===== config.mk =====
export PLATFORM = sky130hd
export DESIGN_NAME = rau_front
export DESIGN_NICKNAME = d
export VERILOG_FILES = /design/src/rtl/rau_pkg.sv /design/src/rtl/rau_front.sv
export SDC_FILE = /design/constraint.sdc
export NUM_CORES = 1
export LEC_CHECK = 0
export ABC_AREA = 1
export BUFFER_PORTS_ARGS = -buffer_cell sky130_fd_sc_hd__buf_4
export CAP_MARGIN = 20
export CORE_MARGIN = 5
export CORE_UTILIZATION = 50
export CTS_CLUSTER_DIAMETER = 30
export CTS_CLUSTER_SIZE = 30
export DETAILED_ROUTE_END_ITERATION = 8
export GPL_TIMING_DRIVEN = 0
export HOLD_SLACK_MARGIN = 0.06
export PLACE_DENSITY = 0.76
export SLEW_MARGIN = 20
export SYNTH_ARGS = -nofsm -noshare
export SYNTH_HDL_FRONTEND = slang
export SYNTH_SLANG_ARGS = --single-unit

===== constraint.sdc =====
create_clock -name clock -period 21.5 [get_ports clock]
set_clock_uncertainty 0.2 [all_clocks]
set_input_delay 2.15 -clock clock [delete_from_list [all_inputs] [get_ports clock]]
set_output_delay 2.15 -clock clock [all_outputs]
set_load 0.005 [all_outputs]

===== src/rtl/rau_pkg.sv =====
package rau_pkg;

   localparam int ValueWidthDefault = 32;
   localparam int QueueDepth        = 2;

   typedef enum logic [1:0] {
      OP_ADD = 2'd0,
      OP_SUB = 2'd1,
      OP_MUL = 2'd2,
      OP_DIV = 2'd3
   } op_type;

   typedef enum logic [1:0] {
      ST_OK       = 2'd0,
      ST_ZERO_DIV = 2'd1,
      ST_OVERFLOW = 2'd2
   } status_type;

   typedef enum logic [3:0] {
      S_IDLE,
      S_MUL1,
      S_MUL2,
      S_MUL3,
      S_SUM,
      S_CHECK,
      S_G_SHIFT,
      S_G_ODDU,
      S_G_ODDV,
      S_G_STEP,
      S_DIV_NUM,
      S_DIV_DEN,
      S_PACK,
      S_OUT
   } exec_state_type;

endpackage


===== src/rtl/rau_front.sv =====
module rau_front
   import rau_pkg::*;
#(
   parameter int VALUE_WIDTH = ValueWidthDefault
) (
   input  logic                   clock,
   input  logic                   reset,
   input  logic                   req_valid,
   output logic                   req_stall,
   input  logic [1:0]             req_op,
   input  logic [31:0]            req_a_numerator,
   input  logic [31:0]            req_a_denominator,
   input  logic [31:0]            req_b_numerator,
   input  logic [31:0]            req_b_denominator,
   output logic                   q_valid,
   input  logic                   q_pop,
   output op_type                 q_op,
   output logic                   q_zero_div,
   output logic [VALUE_WIDTH-1:0] q_an,
   output logic [VALUE_WIDTH-1:0] q_ad,
   output logic [VALUE_WIDTH-1:0] q_bn,
   output logic [VALUE_WIDTH-1:0] q_bd
);

   localparam int EntryWidth = 3 + 4 * VALUE_WIDTH;
   localparam int PtrWidth   = $clog2(QueueDepth);

   logic [EntryWidth-1:0] entry_ff [QueueDepth];
   logic [PtrWidth-1:0]   wr_ptr_ff, wr_ptr_in, rd_ptr_ff, rd_ptr_in;
   logic [PtrWidth:0]     count_ff, count_in;
   logic                  push;
   logic                  zero_div;
   logic [EntryWidth-1:0] head;

   // classify: flag a zero denominator, or a zero b numerator on a divide, up front
   always_comb begin
      zero_div = (req_a_denominator[VALUE_WIDTH-1:0] == '0)
              || (req_b_denominator[VALUE_WIDTH-1:0] == '0)
              || ((op_type'(req_op) == OP_DIV)
                  && (req_b_numerator[VALUE_WIDTH-1:0] == '0));
   end

   assign req_stall = (count_ff == (PtrWidth+1)'(QueueDepth));
   assign push      = req_valid && !req_stall;

   // advance queue pointers and count
   always_comb begin
      wr_ptr_in = wr_ptr_ff;
      rd_ptr_in = rd_ptr_ff;
      count_in  = count_ff;
      if (push) begin
         wr_ptr_in = (wr_ptr_ff == PtrWidth'(QueueDepth - 1)) ? '0 : wr_ptr_ff + 1'b1;
      end
      if (q_pop) begin
         rd_ptr_in = (rd_ptr_ff == PtrWidth'(QueueDepth - 1)) ? '0 : rd_ptr_ff + 1'b1;
      end
      if (push && !q_pop) begin
         count_in = count_ff + 1'b1;
      end else if (!push && q_pop) begin
         count_in = count_ff - 1'b1;
      end
   end

   always_ff @(posedge clock) begin
      if (reset) begin
         wr_ptr_ff <= '0;
         rd_ptr_ff <= '0;
         count_ff  <= '0;
      end else begin
         wr_ptr_ff <= wr_ptr_in;
         rd_ptr_ff <= rd_ptr_in;
         count_ff  <= count_in;
      end
   end

   // store the transaction
   always_ff @(posedge clock) begin
      if (push) begin
         entry_ff[wr_ptr_ff] <= {req_op, zero_div,
                                 req_a_numerator[VALUE_WIDTH-1:0],
                                 req_a_denominator[VALUE_WIDTH-1:0],
                                 req_b_numerator[VALUE_WIDTH-1:0],
                                 req_b_denominator[VALUE_WIDTH-1:0]};
      end
   end

   assign head    = entry_ff[rd_ptr_ff];
   assign q_valid = (count_ff != '0);
   assign q_op    = op_type'(head[EntryWidth-1 -: 2]);
   assign {q_zero_div, q_an, q_ad, q_bn, q_bd} = head[EntryWidth-3:0];

endmodule


Word-level counts from Yosys, hierarchy flattened --
Memory sizes are Yosys's and may differ from the RTL's. A register that Yosys moved wholly into a read port is not among the register bits. Index checks and enable logic that the tools add are counted.
Word-level totals: register bits after elaboration 4, latch bits 0, RAM bits 262, bits in read-only memories 0, input port bits 134, output and inout bits 133, word-level logic and storage cells 32, memories kept 1
Memories:
- entry_ff | words 2, width 131, rd ports 1, clocked after Yosys merged registers in 1, wr ports 1, RTL line rau_front.sv:28 | logic [EntryWidth-1:0] entry_ff [QueueDepth];
Cells by class: $add $sub $neg 4, multiply operators 0, divide/modulo/power cells 0, magnitude comparators 0, eq/ne operators 2, shift-type cells 0, mux-type cells 8, bitwise operators 0, reductions and logical operators 14
Operators by type and width (number):
- $logic_not A32 Y1 | 3
- $mux W1 | 6
- $eq A2 B2 Y1 const B | 2
- $logic_and A1 B1 Y1 | 4
- $mux W2 | 2
- $reduce_bool A2 Y1 | 2
- $logic_not A1 Y1 | 3
- $add A1 B1 Y1 const B | 2
- $add A2 B1 Y2 const B | 1
- $logic_or A1 B1 Y1 | 2
- $sub A2 B1 Y2 const B | 1

Logic depth before layout (Yosys ltp) --
Gate-level depths: netlist of run 1.
word-level depth 7, gate-level depth with buffers 8, mapped depth without buffers 8

Worst setup path before layout of run 1 --
Ideal clock, no wire load.
path type input -> register, from in req_valid, to mem entry_ff[1][0] in the netlist's numbering, enable pin, setup time 625 ps, arrival time 7755 ps, required time 20675 ps, setup slack 12920 ps, stages 2, path buffers 0, cell sequence o21ai_0 nor2_1
Between the ends: cells in the longest elaborated chain, start to end 3
RTL lines:
- start, declared | RTL line rau_front.sv:8 | input logic req_valid,
- $logic_and A1 B1 Y1 | RTL line rau_front.sv:44 | assign push = req_valid && !req_stall;
- $mux W1 | RTL line rau_front.sv:78 | if (push) begin
- $mux W1 (implied by the code) | RTL line rau_front.sv:79 | entry_ff[wr_ptr_ff] <= {req_op, zero_div,
- end, declared | RTL line rau_front.sv:28
No other way between the ends.

==> results.sh, run 1 <==
export IMPL_r2r_slack_ns=19.05
export IMPL_multi_input_area_mm2=0.002260
export IMPL_grt_pass1_vias=6374
export IMPL_status="finished, final reports clean"
export IMPL_ys_top_cells_by_count="edfxtp_1, mux2_4, nor2_1"
export IMPL_path_class="flip-flop to output pin"
export IMPL_r2r_start="count_ff[1]"
export IMPL_synth_area_mm2=0.01041
export IMPL_ys_seq_area_frac=0.7655
export IMPL_critPathRequiredTime_ns=19.15
export IMPL_crit_end="q_bd[28]"
export IMPL_synth_cell_types=20
export IMPL_fin_area_mm2=0.01455
export IMPL_htree_levels=2
export IMPL_top_usage_layer="met2"
export IMPL_io_pins=267
export IMPL_clock_sinks=267
export IMPL_insertion_delay_ns=0.50
export IMPL_synth_area_top_cells="edfxtp_1, mux2_4, mux2_2"
export IMPL_synth_nets=661
export IMPL_worstPathArrival_ns=1.81
export IMPL_period_share=0.1934
export IMPL_drc=0
export IMPL_root_buffer="clkbuf_16"
export IMPL_hold_viol=0
export IMPL_grt_use_met1=0.2185
export IMPL_layout_setup_ws_ns=17.34
export IMPL_cts_setup_buffers=0
export IMPL_vias=5777
export IMPL_start_util=0.5111
export IMPL_leakagePower_nw=5.754
export IMPL_r2r_cells=6
export IMPL_synthCells=526
export IMPL_fp_row_count=52
export IMPL_peakVddDrop_uv=78.24
export IMPL_synthMostInstantiatedCell="edfxtp_1"
export IMPL_n_antenna_cell=0
export IMPL_final_min_clock_period_ns=4.159
export IMPL_yosysWarningCount=0
export IMPL_hold_worst_slack_ns=0.3530
export IMPL_ff_latch_area_mm2=0.007968
export IMPL_crit_fanout=10
export IMPL_area_delta_synth_final_pct=39.79
export IMPL_final_cells=1152
export IMPL_synth_main_ff_cell="edfxtp_1"
export IMPL_maxSlewViolCount=0
export IMPL_rsz0062_at_grt="false"
export IMPL_finalSetupViolCount=0
export IMPL_syn_avg_cell_area_um2=19.79
export IMPL_post_dp_hpwl_um=15980
export IMPL_fillers=1289
export IMPL_die_w_um=154.3
export IMPL_gr_total_overflow=0
export IMPL_yosysTopAreaCell="edfxtp_1"
export IMPL_post_place_ws_ns=17.23
export IMPL_grt_util_met3=0.06650
export IMPL_ys_ff_latch=267
export IMPL_nets=984
export IMPL_max_cap_violations=0
export IMPL_grt_pass1_wl_um=34160
export IMPL_drt_iter0_markers=251
export IMPL_placed_area_mm2=0.01309
export IMPL_grt_max_degree=23
export IMPL_clk_pin_slew_worst_paths_ns=0.05
export IMPL_route_detailed_wl_per_inst_um=19.39
export IMPL_synth_edf_count=262
export IMPL_die_h_um=154.3
export IMPL_ys_async_sr_fraction=0
export IMPL_finalSetupTns_ns=0
export IMPL_die_area_mm2=0.02380
export IMPL_cts_resized=0
export IMPL_cts_tree="built"
export IMPL_clk_path_buf_depth=3
export IMPL_grt_util_met2=0.3099
export IMPL_fmax_ghz=0.2405
export IMPL_power_density_mw_per_mm2=104.1
export IMPL_timing_rr_end="entry_ff[0][75]"
export IMPL_final_layout_size_suffix_gt1_frac=0.5590
export IMPL_port_buffers=266
export IMPL_drtAntennaViolNets=0
export IMPL_hold_buffers=0
export IMPL_cts_buffers=43
export IMPL_routed_via_density=5.015
export IMPL_critPathLaunchType="flip-flop"
export IMPL_antenna_found_initial=0
export IMPL_slew_limit_headroom=0.4734
export IMPL_dr_pass1_iters=4
export IMPL_gr_usage_all_layers=0.1821
export IMPL_fp_coreArea_mm2=0.02036
export IMPL_synth_top_area_frac=0.7559
export IMPL_wirelength_um=22330
export IMPL_gp_congestion=0.8045
export IMPL_hold_class="flip-flop to flip-flop"
export IMPL_worst_setup_path_end_kind="output pin"
export IMPL_tightestPinTransition_ns=0.7816
export IMPL_dp_cells=1074
[metrics by stage]
stage / power [W] / utilization
floorplan: 0.0007390 / -
global placement: 0.0008355 / 0.6258
detailed placement: 0.0008465 / 0.6427
CTS: 0.001531 / 0.7145
global route: 0.001571 / 0.7145
finish: 0.001515 / 0.7145
[report_power, final]
group          switching, W  total [W]  internal (W)
registers         0.0000101   0.000632      0.000622
logic             0.0000854   0.000203      0.000117
clock network      0.000227   0.000680      0.000453
[flip-flops by register name, indices dropped and copies added (netlist names), named ones only]
| name | count |
|---|---|
| entry_ff | 262 |
| wr_ptr_ff | 1 |
| count_ff | 2 |
| rd_ptr_ff | 1 |
[critical path, stage by stage (launching register included)]
cell	delay, ns
dfxtp_1	0.32
buf_6	0.12
buf_8	0.17
buf_6	0.21
mux2_4	0.32
buf_4	0.14
[cells in the final DEF (no fill, tap or decap)]
cell type,instances
bufinv_16,6
clkinv_2,5
nor2_4,2
ha_1,1
clkbuf_1,4
buf_8,1
dfxtp_1,5
o21ai_0,2
clkbuf_16,45
and2_1,4
edfxtp_1,262
clkinvlp_4,6
buf_6,10
buf_2,4
inv_1,13
xnor2_1,1
buf_4,266
nor2_1,59
o21bai_1,1
nor3b_1,1
nor3_1,1
inv_6,5
nand3_1,1
a21oi_1,2
nand2_1,18
clkinv_1,7
nand4_1,7
buf_16,12
mux2_2,41
mux2_4,90
[logic make-up after synthesis]
group	share of synthesized area
xor+xnor	0.0008416
mux	0.1742
fa+ha+maj	0.001202
compound gates	0.002645
flops	0.7655
simple gates	0.03678
buf+inv	0.01887
[worst min-delay path by stage]
stage | from | endpoint | cells after the start
floorplan | rd_ptr_ff | flip-flop | 2
global placement | wr_ptr_ff | wr_ptr_ff | 2
detailed placement | rd_ptr_ff | rd_ptr_ff | 2
CTS | rd_ptr_ff | rd_ptr_ff | 2
global route | rd_ptr_ff | rd_ptr_ff | 2
finish | rd_ptr_ff | rd_ptr_ff | 2
[routing by layer]
metal / part of all wire / wire [um]
met1: 0.38 / 8551
met2: 0.50 / 11170
met3: 0.096 / 2137
met4: 0.021 / 471
met5: 0 / 0
[area by class of cell]
type / count / share of cell area
multi-input combinational: 231 / 0.1553
clock inverter: 29 / 0.02201
timing repair buffer: 278 / 0.1599
tap: 270 / 0.02322
buffer: 15 / 0.01015
clock buffer: 49 / 0.07842
inverter: 13 / 0.003354
sequential: 267 / 0.5476
(Power assumes the default switching activity.)
==> run 2: changes to the inputs <==
==> constraint.sdc (replaced) <==
create_clock -name clock -period 4.1 [get_ports clock]
set_clock_uncertainty 0.2 [all_clocks]
set_input_delay 0.41 -clock clock [delete_from_list [all_inputs] [get_ports clock]]
set_output_delay 0.41 -clock clock [all_outputs]
set_load 0.005 [all_outputs]
==> results.sh, run 2 (same netlist as run 1, synthesis figures left out) <==
export IMPL_status="finished, final reports clean"
export IMPL_cts_setup_buffers=0
export IMPL_port_buffers=266
export IMPL_top_register="entry_ff"
export IMPL_vias=6431
export IMPL_die_h_um=154.3
export IMPL_startpoint="count_ff[1]"
export IMPL_r2r_start="count_ff[1]"
export IMPL_leakagePower_nw=6.263
export IMPL_cts_buffers=43
export IMPL_gp_congestion=0.8193
export IMPL_hold_worst_slack_ns=0.3435
export IMPL_clk_pin_slew_worst_paths_ns=0.05
export IMPL_worst_setup_path_end_kind="flip-flop"
export IMPL_layout_setup_ws_ns=1.425
export IMPL_grt_pass1_vias=7300
export IMPL_grt_util_met2=0.3943
export IMPL_n_antenna_cell=0
export IMPL_maxSlewViolCount=0
export IMPL_cts_tree="built"
export IMPL_root_buffer="clkbuf_16"
export IMPL_final_cell_mix="buf_4, edfxtp_1, dlygate4sd3_1"
export IMPL_grt_util_met3=0.06873
export IMPL_io_pins=267
export IMPL_utilization=0.7733
export IMPL_fp_coreArea_mm2=0.02036
export IMPL_largest_register_ff_count=262
export IMPL_gr_usage_all_layers=0.2186
export IMPL_hold_viol=0
export IMPL_critPathLaunchType="flip-flop"
export IMPL_period_share=0.6524
export IMPL_grt_max_degree=29
export IMPL_insertion_delay_ns=0.50
export IMPL_routed_via_density=5.009
export IMPL_fillers=1067
export IMPL_max_cap_violations=0
export IMPL_fp_row_count=52
export IMPL_drtAntennaViolNets=0
export IMPL_final_min_clock_period_ns=2.675
export IMPL_die_area_mm2=0.02380
export IMPL_top_usage_layer="met2"
export IMPL_htree_levels=2
export IMPL_dr_pass1_iters=4
export IMPL_placed_area_mm2=0.01299
export IMPL_antenna_found_initial=0
export IMPL_fmax_ghz=0.3739
export IMPL_final_common_cell="buf_4"
export IMPL_hold_path_startpoint="rd_ptr_ff"
export IMPL_finalSetupViolCount=0
export IMPL_clk_path_buf_depth=3
export IMPL_final_layout_size_suffix_gt1_frac=0.4862
export IMPL_fin_area_mm2=0.01575
export IMPL_drt_iter0_markers=263
export IMPL_area_delta_synth_final_pct=51.30
export IMPL_route_detailed_wl_per_inst_um=20.71
export IMPL_hold_class="flip-flop to flip-flop"
export IMPL_post_dp_hpwl_um=16130
export IMPL_reg_top3="entry_ff: 262 flops, count_ff: 2 flops"
export IMPL_grt_pass1_wl_um=40300
export IMPL_clock_sinks=267
export IMPL_die_w_um=154.3
export IMPL_crit_fanout=5
export IMPL_critPathRequiredTime_ns=4.27
export IMPL_rsz0062_at_grt="false"
export IMPL_path_class="flip-flop to flip-flop"
export IMPL_worstPathArrival_ns=2.84
export IMPL_start_util=0.5111
export IMPL_nets=1115
export IMPL_power_density_mw_per_mm2=508.2
export IMPL_post_place_ws_ns=1.477
export IMPL_dp_cells=1072
export IMPL_tightestPinTransition_ns=0.7831
export IMPL_peakVddDrop_uv=397.3
export IMPL_final_cells=1284
export IMPL_grt_use_met1=0.2390
export IMPL_slew_limit_headroom=0.4724
export IMPL_gr_total_overflow=0
export IMPL_drc=0
export IMPL_wirelength_um=26590
-- run 2: changes by cell type in the layout (fill, tap and decap cells not counted), sizes merged --
cell         previous run  this run
inv                    18        17
clkinv                 12        15
buf                   293       291
clkinvlp                6         4
bufinv                  6         4
dlygate4sd3             0       133
clkbuf                 49        52
-- run 2: worst paths after layout --
kind                 endpoint  slack (ns)  cells past startpoint
setup / recovery  count_ff[1]        1.43                      8
hold / removal      rd_ptr_ff        0.34                      2
setup reg to reg  count_ff[1]        1.43                      8
hold reg to reg     rd_ptr_ff        0.34                      2
-- run 2: cell type report --
cell class	count	area [um2]	share of cell area
plain buffers	15	147.6	0.009375
clock buffers	52	1162	0.07381
clock inverters	27	266.5	0.01692
inverters	13	48.80	0.003098
multi-input cells	231	2260	0.1435
flip-flops and latches	267	7968	0.5059
well taps	270	337.8	0.02145
repair buffers	409	3558	0.2259
-- run 2: critical path: stages, from the launching register on --
cell	delay, ns
dfxtp_1	0.32
inv_1	0.10
o21ai_0	0.64
inv_1	0.17
ha_1	0.36
a21oi_1	0.13
o21ai_0	0.15
nand2_1	0.10
nor3b_1	0.36
-- run 2: stage by stage --
step | total power [W] | TNS, ns
floorplan | 0.003854 | -143.52
global placement | 0.004348 | -565.42
detailed placement | 0.004410 | 0
CTS | 0.008002 | 0
global route | 0.008280 | 0
finish | 0.008003 | 0
-- run 2: timing repair --
action                    4_1_cts  5_1_grt
resized for setup               0        0
hold buffers                  133        0
hold endpoints to repair      265        0
-- run 2: routing by layer --
| metal | up-vias | wire length (um) |
|---|---|---|
| met5 | - | 0 |
| met4 | 0 | 927 |
| met3 | 65 | 2252 |
| met2 | 304 | 13900 |
| met1 | 3131 | 9509 |
| li1 | 2931 | - |
-- run 2: power by group --
part	switching, W	internal [W]	leakage [nW]
Clock	0.00123	0.00228	0.694
Sequential	0.0000619	0.00326	2.49
Combinational	0.000493	0.000678	3.08
Total	0.00178	0.00622	6.26
